==> src/rtl/core/iirt_pkg.sv <==
// Shared types, constants and control bundle for the transposed IIR filter.
package iirt_pkg;

  // Filter order, one tap cell per delay element.
  localparam int ORDER = 2;

  // Field and internal widths.
  localparam int SAMPLE_W = 16;
  localparam int COEF_W   = 18;
  localparam int PROD_W   = SAMPLE_W + COEF_W;
  localparam int DELAY_W  = 40;
  localparam int REG_IDX_W = 3;
  localparam int FRAC_SHIFT = 15;

  typedef logic signed [SAMPLE_W-1:0] sample_t;
  typedef logic signed [COEF_W-1:0]   coef_t;
  typedef logic signed [PROD_W-1:0]   prod_t;
  typedef logic signed [DELAY_W-1:0]  delay_t;
  typedef logic [REG_IDX_W-1:0]       reg_idx_t;

  // Register indexes of the configuration port.
  localparam reg_idx_t REG_FF_COEF_0   = 3'd0;
  localparam reg_idx_t REG_FF_COEF_1   = 3'd1;
  localparam reg_idx_t REG_FF_COEF_2   = 3'd2;
  localparam reg_idx_t REG_FB_COEF_1   = 3'd3;
  localparam reg_idx_t REG_FB_COEF_2   = 3'd4;
  localparam reg_idx_t REG_FB_ENABLE   = 3'd5;

  // Reset value of b0 (1.0 in Q2.15).
  localparam coef_t FF_COEF_0_RESET = 18'sd32768;

  // Saturation limits.
  localparam sample_t SAMPLE_MAX = 16'sh7fff;
  localparam sample_t SAMPLE_MIN = 16'sh8000;
  localparam delay_t  DELAY_MAX  = {1'b0, {(DELAY_W-1){1'b1}}};
  localparam delay_t  DELAY_MIN  = {1'b1, {(DELAY_W-1){1'b0}}};

  // Rounding constant for the Q.30 to Q.15 step (round half up).
  localparam int RND_W = DELAY_W + 2;
  localparam logic signed [RND_W-1:0] ROUND_HALF = RND_W'(1) <<< (FRAC_SHIFT - 1);

  // Strobes that step every stage of the datapath.
  typedef struct packed {
    logic load;    // sample beat taken, multiply by the forward coefficients
    logic shift;   // output computed, neighbour delay folded into each cell
    logic update;  // feedback term applied, delay registers written
  } iirt_ctrl_t;

endpackage

==> src/rtl/core/iirt_tap_cell.sv <==
// One tap cell of the transposed structure: holds one delay element.
module iirt_tap_cell (
  input  logic            clk,
  input  logic            rst_n,
  input  iirt_pkg::iirt_ctrl_t ctrl,
  input  iirt_pkg::sample_t    x_in,
  input  iirt_pkg::sample_t    y_in,
  input  iirt_pkg::coef_t      ff_coef,
  input  iirt_pkg::coef_t      fb_coef,
  input  logic            fb_en,
  input  iirt_pkg::delay_t     d_next,
  output iirt_pkg::delay_t     d_out
);
  import iirt_pkg::*;

  localparam int PART_W = DELAY_W + 1;

  prod_t                     bx_r;
  prod_t                     bx_nxt;
  logic signed [PART_W-1:0]  part_r;
  logic signed [PART_W-1:0]  part_nxt;
  delay_t                    d_r;
  delay_t                    d_nxt;
  prod_t                     ay;
  logic signed [RND_W-1:0]   v;

  // Forward product of the new sample.
  assign bx_nxt = ff_coef * x_in;

  // Fold in the neighbour's delay while it still holds the previous value.
  assign part_nxt = PART_W'(bx_r) + PART_W'(d_next);

  // Feedback product on the output sample, then clamp to the delay range.
  assign ay = fb_coef * y_in;

  always_comb begin
    v = RND_W'(part_r) - (fb_en ? RND_W'(ay) : RND_W'(0));
    if (v > RND_W'(DELAY_MAX)) begin
      d_nxt = DELAY_MAX;
    end else if (v < RND_W'(DELAY_MIN)) begin
      d_nxt = DELAY_MIN;
    end else begin
      d_nxt = v[DELAY_W-1:0];
    end
  end

  // Product and partial sum registers carry no reset.
  always_ff @(posedge clk) begin
    if (ctrl.load) begin
      bx_r <= bx_nxt;
    end
    if (ctrl.shift) begin
      part_r <= part_nxt;
    end
  end

  // The delay element is filter state and clears at reset.
  always_ff @(posedge clk) begin
    if (!rst_n) begin
      d_r <= '0;
    end else if (ctrl.update) begin
      d_r <= d_nxt;
    end
  end

  assign d_out = d_r;

endmodule

==> src/rtl/core/iirt_head.sv <==
// Output end of the chain: b0 product, rounding, saturation and result register.
module iirt_head (
  input  logic            clk,
  input  logic            rst_n,
  input  iirt_pkg::iirt_ctrl_t ctrl,
  input  iirt_pkg::sample_t    x_in,
  input  iirt_pkg::coef_t      ff_coef_0,
  input  iirt_pkg::delay_t     d0_in,
  input  logic            out_ready,
  output logic            out_valid,
  output iirt_pkg::sample_t    y_out,
  output logic            sat_out
);
  import iirt_pkg::*;

  localparam int YW_W = RND_W - FRAC_SHIFT;

  prod_t                    p0_r;
  prod_t                    p0_nxt;
  logic signed [RND_W-1:0]  acc;
  logic signed [YW_W-1:0]   yw;
  sample_t                  y_r;
  sample_t                  y_nxt;
  logic                     sat_r;
  logic                     sat_nxt;
  logic                     out_valid_r;
  logic                     out_valid_nxt;

  assign p0_nxt = ff_coef_0 * x_in;

  // Add the first delay, round half up and clip to the sample range.
  always_comb begin
    acc = RND_W'(p0_r) + RND_W'(d0_in) + ROUND_HALF;
    yw  = acc[RND_W-1:FRAC_SHIFT];
    if (yw > YW_W'(SAMPLE_MAX)) begin
      y_nxt   = SAMPLE_MAX;
      sat_nxt = 1'b1;
    end else if (yw < YW_W'(SAMPLE_MIN)) begin
      y_nxt   = SAMPLE_MIN;
      sat_nxt = 1'b1;
    end else begin
      y_nxt   = yw[SAMPLE_W-1:0];
      sat_nxt = 1'b0;
    end
  end

  // Payload registers; the result stays put until the next output is formed.
  always_ff @(posedge clk) begin
    if (ctrl.load) begin
      p0_r <= p0_nxt;
    end
    if (ctrl.shift) begin
      y_r   <= y_nxt;
      sat_r <= sat_nxt;
    end
  end

  // Result beat valid flag.
  always_comb begin
    if (ctrl.shift) begin
      out_valid_nxt = 1'b1;
    end else if (out_ready) begin
      out_valid_nxt = 1'b0;
    end else begin
      out_valid_nxt = out_valid_r;
    end
  end

  always_ff @(posedge clk) begin
    if (!rst_n) begin
      out_valid_r <= 1'b0;
    end else begin
      out_valid_r <= out_valid_nxt;
    end
  end

  assign out_valid = out_valid_r;
  assign y_out     = y_r;
  assign sat_out   = sat_r;

endmodule

==> src/rtl/core/iir_filter_transposed_unit.sv <==
// Top level of the transposed direct form II IIR filter.
//
// A sample beat enters on in_valid/in_ready and one filtered sample leaves on
// out_valid/out_ready with a flag that marks clipping. Coefficients and the
// feedback enable are written through the cfg_ channel (index, data), which
// is always ready; write it only while the filter is idle.
// The result is written to the output register by the output stage that
// follows its sample beat's multiply stage, once the previous sample's delay
// update is done and the output register is free. Output stages of
// successive samples never run back to back: the first delay element can only
// be used by the next sample once the feedback product on the current output
// has been subtracted, which takes the cycle after the output is formed.
// Datapath: a head stage forms the output, then a row of tap cells, one per
// delay element, each adding its neighbour's delay less its own feedback term.
// Reset clears the delay line, restores b0 to 1.0, the other coefficients to
// zero and enables feedback. A stalled receiver holds the result in the
// output register; one further sample beat is taken into the multiply stage
// and then in_ready drops until the result is taken.
module iir_filter_transposed_unit (
  input  logic                 clk,
  input  logic                 rst_n,
  input  logic                 in_valid,
  output logic                 in_ready,
  input  iirt_pkg::sample_t    in_sample_in,
  output logic                 out_valid,
  input  logic                 out_ready,
  output iirt_pkg::sample_t    out_sample_out,
  output logic                 out_saturated,
  input  logic                 cfg_valid,
  output logic                 cfg_ready,
  input  iirt_pkg::reg_idx_t   cfg_index,
  input  iirt_pkg::coef_t      cfg_data
);
  import iirt_pkg::*;

  coef_t       ff_coef_r [0:2];
  coef_t       fb_coef_r [1:2];
  logic        fb_en_r;
  logic        s1_v_r;
  logic        s1_v_nxt;
  logic        s2_v_r;
  iirt_ctrl_t  ctrl;
  delay_t      d_link [0:ORDER];
  logic        cfg_wr;

  // Configuration register file.
  assign cfg_ready = 1'b1;
  assign cfg_wr    = cfg_valid && cfg_ready;

  always_ff @(posedge clk) begin
    if (!rst_n) begin
      ff_coef_r[0] <= FF_COEF_0_RESET;
      ff_coef_r[1] <= '0;
      ff_coef_r[2] <= '0;
      fb_coef_r[1] <= '0;
      fb_coef_r[2] <= '0;
      fb_en_r      <= 1'b1;
    end else if (cfg_wr) begin
      unique case (cfg_index)
        REG_FF_COEF_0: ff_coef_r[0] <= cfg_data;
        REG_FF_COEF_1: ff_coef_r[1] <= cfg_data;
        REG_FF_COEF_2: ff_coef_r[2] <= cfg_data;
        REG_FB_COEF_1: fb_coef_r[1] <= cfg_data;
        REG_FB_COEF_2: fb_coef_r[2] <= cfg_data;
        REG_FB_ENABLE: fb_en_r      <= cfg_data[0];
        default: ;
      endcase
    end
  end

  // Stage control: multiply stage, output stage, delay update stage.
  always_comb begin
    ctrl.shift  = s1_v_r && !s2_v_r && (!out_valid || out_ready);
    ctrl.update = s2_v_r;
    in_ready    = !s1_v_r || ctrl.shift;
    ctrl.load   = in_valid && in_ready;
    if (ctrl.load) begin
      s1_v_nxt = 1'b1;
    end else if (ctrl.shift) begin
      s1_v_nxt = 1'b0;
    end else begin
      s1_v_nxt = s1_v_r;
    end
  end

  always_ff @(posedge clk) begin
    if (!rst_n) begin
      s1_v_r <= 1'b0;
      s2_v_r <= 1'b0;
    end else begin
      s1_v_r <= s1_v_nxt;
      s2_v_r <= ctrl.shift;
    end
  end

  // Output end of the chain.
  iirt_head u_head (
    .clk       (clk),
    .rst_n     (rst_n),
    .ctrl      (ctrl),
    .x_in      (in_sample_in),
    .ff_coef_0 (ff_coef_r[0]),
    .d0_in     (d_link[0]),
    .out_ready (out_ready),
    .out_valid (out_valid),
    .y_out     (out_sample_out),
    .sat_out   (out_saturated)
  );

  // Row of tap cells; the last one sees an empty neighbour.
  assign d_link[ORDER] = '0;

  for (genvar i = 0; i < ORDER; i++) begin : g_tap
    iirt_tap_cell u_cell (
      .clk     (clk),
      .rst_n   (rst_n),
      .ctrl    (ctrl),
      .x_in    (in_sample_in),
      .y_in    (out_sample_out),
      .ff_coef (ff_coef_r[i+1]),
      .fb_coef (fb_coef_r[i+1]),
      .fb_en   (fb_en_r),
      .d_next  (d_link[i+1]),
      .d_out   (d_link[i])
    );
  end

endmodule

==> config.mk <==
export PLATFORM = sky130hd
export DESIGN_NAME = iir_filter_transposed_unit
export DESIGN_NICKNAME = d
export VERILOG_FILES = /design/src/rtl/core/iirt_pkg.sv /design/src/rtl/core/iirt_tap_cell.sv /design/src/rtl/core/iirt_head.sv /design/src/rtl/core/iir_filter_transposed_unit.sv
export SDC_FILE = /design/constraint.sdc
export NUM_CORES = 2
export LEC_CHECK = 0
export BUFFER_PORTS_ARGS = -buffer_cell sky130_fd_sc_hd__buf_2
export CORE_ASPECT_RATIO = 0.8
export CORE_MARGIN = 4
export CORE_UTILIZATION = 42
export CTS_CLUSTER_SIZE = 28
export DETAILED_ROUTE_END_ITERATION = 7
export GPL_TIMING_DRIVEN = 1
export MAX_ROUTING_LAYER = met4
export SYNTH_ARGS = -nofsm -noshare
export SYNTH_HDL_FRONTEND = slang
export SYNTH_HIERARCHICAL = 1
export SYNTH_SLANG_ARGS = --single-unit
==> constraint.sdc <==
create_clock -name clk -period 11.6 [get_ports clk]
set_input_delay 2.9 -clock clk [delete_from_list [all_inputs] [get_ports clk]]
set_output_delay 2.9 -clock clk [all_outputs]
set_load 0.005 [all_outputs]
==> impl_metrics.tcl <==
set metrics [dict create \
    reg2reg_depth 32 \
    tns_ns 0 \
    min_period_over_period_pct 87.25 \
    crit_cells 32 \
    synth_edf_count 291 \
    hold_viol 0 \
    grt_pass1_wl_um 346100 \
    synth.area.mux_share_pct 0.2804 \
    synth-simple-area-share_pct 15.50 \
    synth_ff_type "edfxtp_1" \
    die_height_um 394.8 \
    ff2ff_setup_slack_ns 1.48 \
    yosys.area_share.adder_pct 47.33 \
    cts_hold_buf 0 \
    overflow 0 \
    yosys.area.top_type "fa_1" \
    wl_per_cell_um 19.65 \
    critPathMaxFanout 39 \
    totalWireLength_um 213200 \
    htree_levels 2 \
    crit_end "g_tap[1].u_cell/d_out[34]" \
    drt_pre_antenna_iters 6 \
    drt_iter0_drc 4394 \
    syn_area_mm2 0.07853 \
    crit_path_start "u_head/y_out[1]" \
    critPathBufInv 5 \
    synth_compound_area_share_pct 10.15 \
    startpoint_type "flip-flop" \
    area_growth_pct 5.479 \
    synthCells 8475 \
    first_global_vias 60490 \
    regToRegEndpoint "g_tap[1].u_cell/d_out[34]" \
    clockBufferDepth 3 \
    core_area_mm2 0.1852 \
    maxSlewViolCount 0 \
    ant_nets 0 \
    critPathMaxStageDelay_ns 1.00 \
    dp.cells 10760 \
    syn_area_per_cell_um2 9.266 \
    cts_tree "built" \
    vias_per_cell 5.297 \
    dieWidth_um 491.4 \
    place.gp.congestion 0.9536 \
    run_status "complete, no violations" \
    required_ns 12.10 \
    pin_count 62 \
    r2r-start "u_head/y_out[1]" \
    nFillCells 17900 \
    rows 141 \
    path_clk_slew_ns 0.07 \
    hpwl_um 175200 \
    synth_top_area_share_pct 37.07 \
    ys_seq_area_share_pct 13.27 \
    worst_slew_pin_slew_ns 1.274 \
    yosysMostFrequentCell "inv_1" \
    crit_path_top_delay_cell "edfxtp_1" \
    ys_types 106 \
    stdcell_count 10850 \
    slew_headroom_pct 12.90 \
    grt_max_degree 63 \
    finalSetupViolations 0 \
    crit_path_frequent_cell "fa_1" \
    crit_type "reg -> reg" \
    grt_usage_pct 22.96 \
    portBuffers 60 \
    async_flop_share_pct 0 \
    final.setup_skew_ns 0.02885 \
    place_worst_setup_slack_ns 1.644 \
    synth-seq-cells 375 \
    yosys_warnings 6 \
    nNetsFinal 10520 \
    layout-drive-gt1-share_pct 3.281 \
    worst_setup_path_end_kind "flip-flop" \
    path_delay_family "adder cells" \
    root_buffer "clkbuf_16" \
    cts_resized 0 \
    antenna_found_initial 13 \
    synth_xor_xnor_area_share_pct 3.602 \
    worstPathArrival_ns 10.62 \
    clk_latency_ns 0.63 \
    dieArea_mm2 0.1940 \
    hold_class "reg -> reg" \
    postCtsSetupBuffers 0 \
    ys_top_cells_by_area "fa_1 37%, edfxtp_1 11%, ha_1 10%" \
    max-cap-violations 0 \
    drc_errors 0 \
    cts_made_buffers 46 \
    period_needed_ns 10.12 \
    synthTopCellsByCount "1723 x inv_1, 1454 x fa_1, 920 x nand2_1" \
    hold_ws_ns 0.4894 \
    start_util_pct 42.39 \
    rsz0062_at_grt "no" \
    fin_ws_ns 1.479 \
    vias 57470 \
    clock_sinks 375 \
    synth_top_family_by_area "adder cells" \
    fmaxAchievable_ghz 0.09880 \
]
==> area by class of cell <==
| type | count | area (µm²) | share of cell area, % |
|---|---|---|---|
| Multi-Input combinational cell | 6112 | 60560 | 73.11 |
| Clock buffer | 56 | 1241 | 1.498 |
| Timing Repair Buffer | 121 | 783.3 | 0.9456 |
| Clock inverter | 24 | 291.5 | 0.3520 |
| Inverter | 1723 | 6467 | 7.808 |
| Antenna cell | 9 | 22.52 | 0.02719 |
| Sequential cell | 375 | 10420 | 12.58 |
| Tap cell | 2431 | 3042 | 3.672 |
==> how the worst min path moves through the flow <==
stage                                          from                   endpoint  slack [ns]  depth (start not counted)
after floorplan           g_tap[0].u_cell/d_out[39]  g_tap[0].u_cell/d_out[39]        0.45                          2
after global placement                       s1_v_r                     s2_v_r        0.47                          1
after detailed placement                     s1_v_r                     s2_v_r        0.48                          1
after CTS                                    s1_v_r                     s2_v_r        0.49                          1
after global routing                         s1_v_r                     s2_v_r        0.53                          1
final                                        s1_v_r                     s2_v_r        0.49                          1
==> registers in the layout, indices dropped and copies added (netlist names) <==
name                 count
ff_coef_r               54
fb_en_r                  1
u_head/out_valid         1
s2_v_r                   1
g_tap.u_cell/part_r     82
u_head/p0_r             34
s1_v_r                   1
u_head/sat_out           1
fb_coef_r               36
u_head/y_out            16
g_tap.u_cell/bx_r       68
g_tap.u_cell/d_out      80
==> routing by layer <==
metal / vias up / GRT usage [%] / part of all wire [%]
met5: - / - / 0
met4: 0 / 4.321 / 1.9
met3: 179 / 3.341 / 6.3
met2: 1645 / 34.28 / 44
met1: 29220 / 33.46 / 48
li1: 26430 / - / -
==> worst register-to-register path: cells and delay by family (launching register included) <==
family / cells / cell delay (ns)
adder cells (fa/ha/maj): 8 / 3.78
AO/OA/AOI/OAI: 11 / 2.50
AND/OR/NAND/NOR: 8 / 2.06
flip-flops: 1 / 1.00
buffers and inverters: 5 / 0.66
==> through the flow <==
stage               instance area (µm²)  utilization (%)
floorplan                         78680                -
global placement                  81280            43.88
detailed placement                81280            43.88
CTS                               82810            44.70
global route                      82820            44.71
finish                            82830            44.72
==> cell families after synthesis <==
logic type	after synthesis
fa+ha+maj	2098
simple gates	2401
compound gates	1227
mux	21
buf+inv	2028
flops	375
xor+xnor	323
other cells	2
==> cells in the final DEF (no fill, tap or decap), types with 19 or more instances in the layout <==
cell | synthesis | layout
xor2_1 | 92 | 92
clkbuf_16 | 0 | 48
dfxtp_1 | 84 | 82
o21ai_0 | 255 | 253
inv_1 | 1723 | 1723
o211ai_1 | 28 | 28
conb_1 | 2 | 42
nand3b_1 | 19 | 19
buf_4 | 8 | 59
nor2_1 | 230 | 230
o21bai_1 | 56 | 56
nand2b_1 | 116 | 116
o22ai_1 | 66 | 66
nand3_1 | 91 | 91
a211oi_1 | 46 | 46
a21o_1 | 161 | 161
or3_1 | 30 | 30
a21oi_1 | 320 | 320
nor3_1 | 61 | 61
o31ai_1 | 24 | 22
nor2b_1 | 38 | 38
xnor2_1 | 231 | 231
buf_2 | 8 | 60
ha_1 | 644 | 644
fa_1 | 1454 | 1454
a31oi_1 | 28 | 28
nand2_1 | 920 | 920
and2_1 | 732 | 730
edfxtp_1 | 291 | 291
o21a_1 | 52 | 52
nand4_1 | 33 | 33
and3_1 | 48 | 48
Power is left out: the tool's default activity adds up to more than one toggle a clock period on the data nets, which glitch-free logic cannot reach.
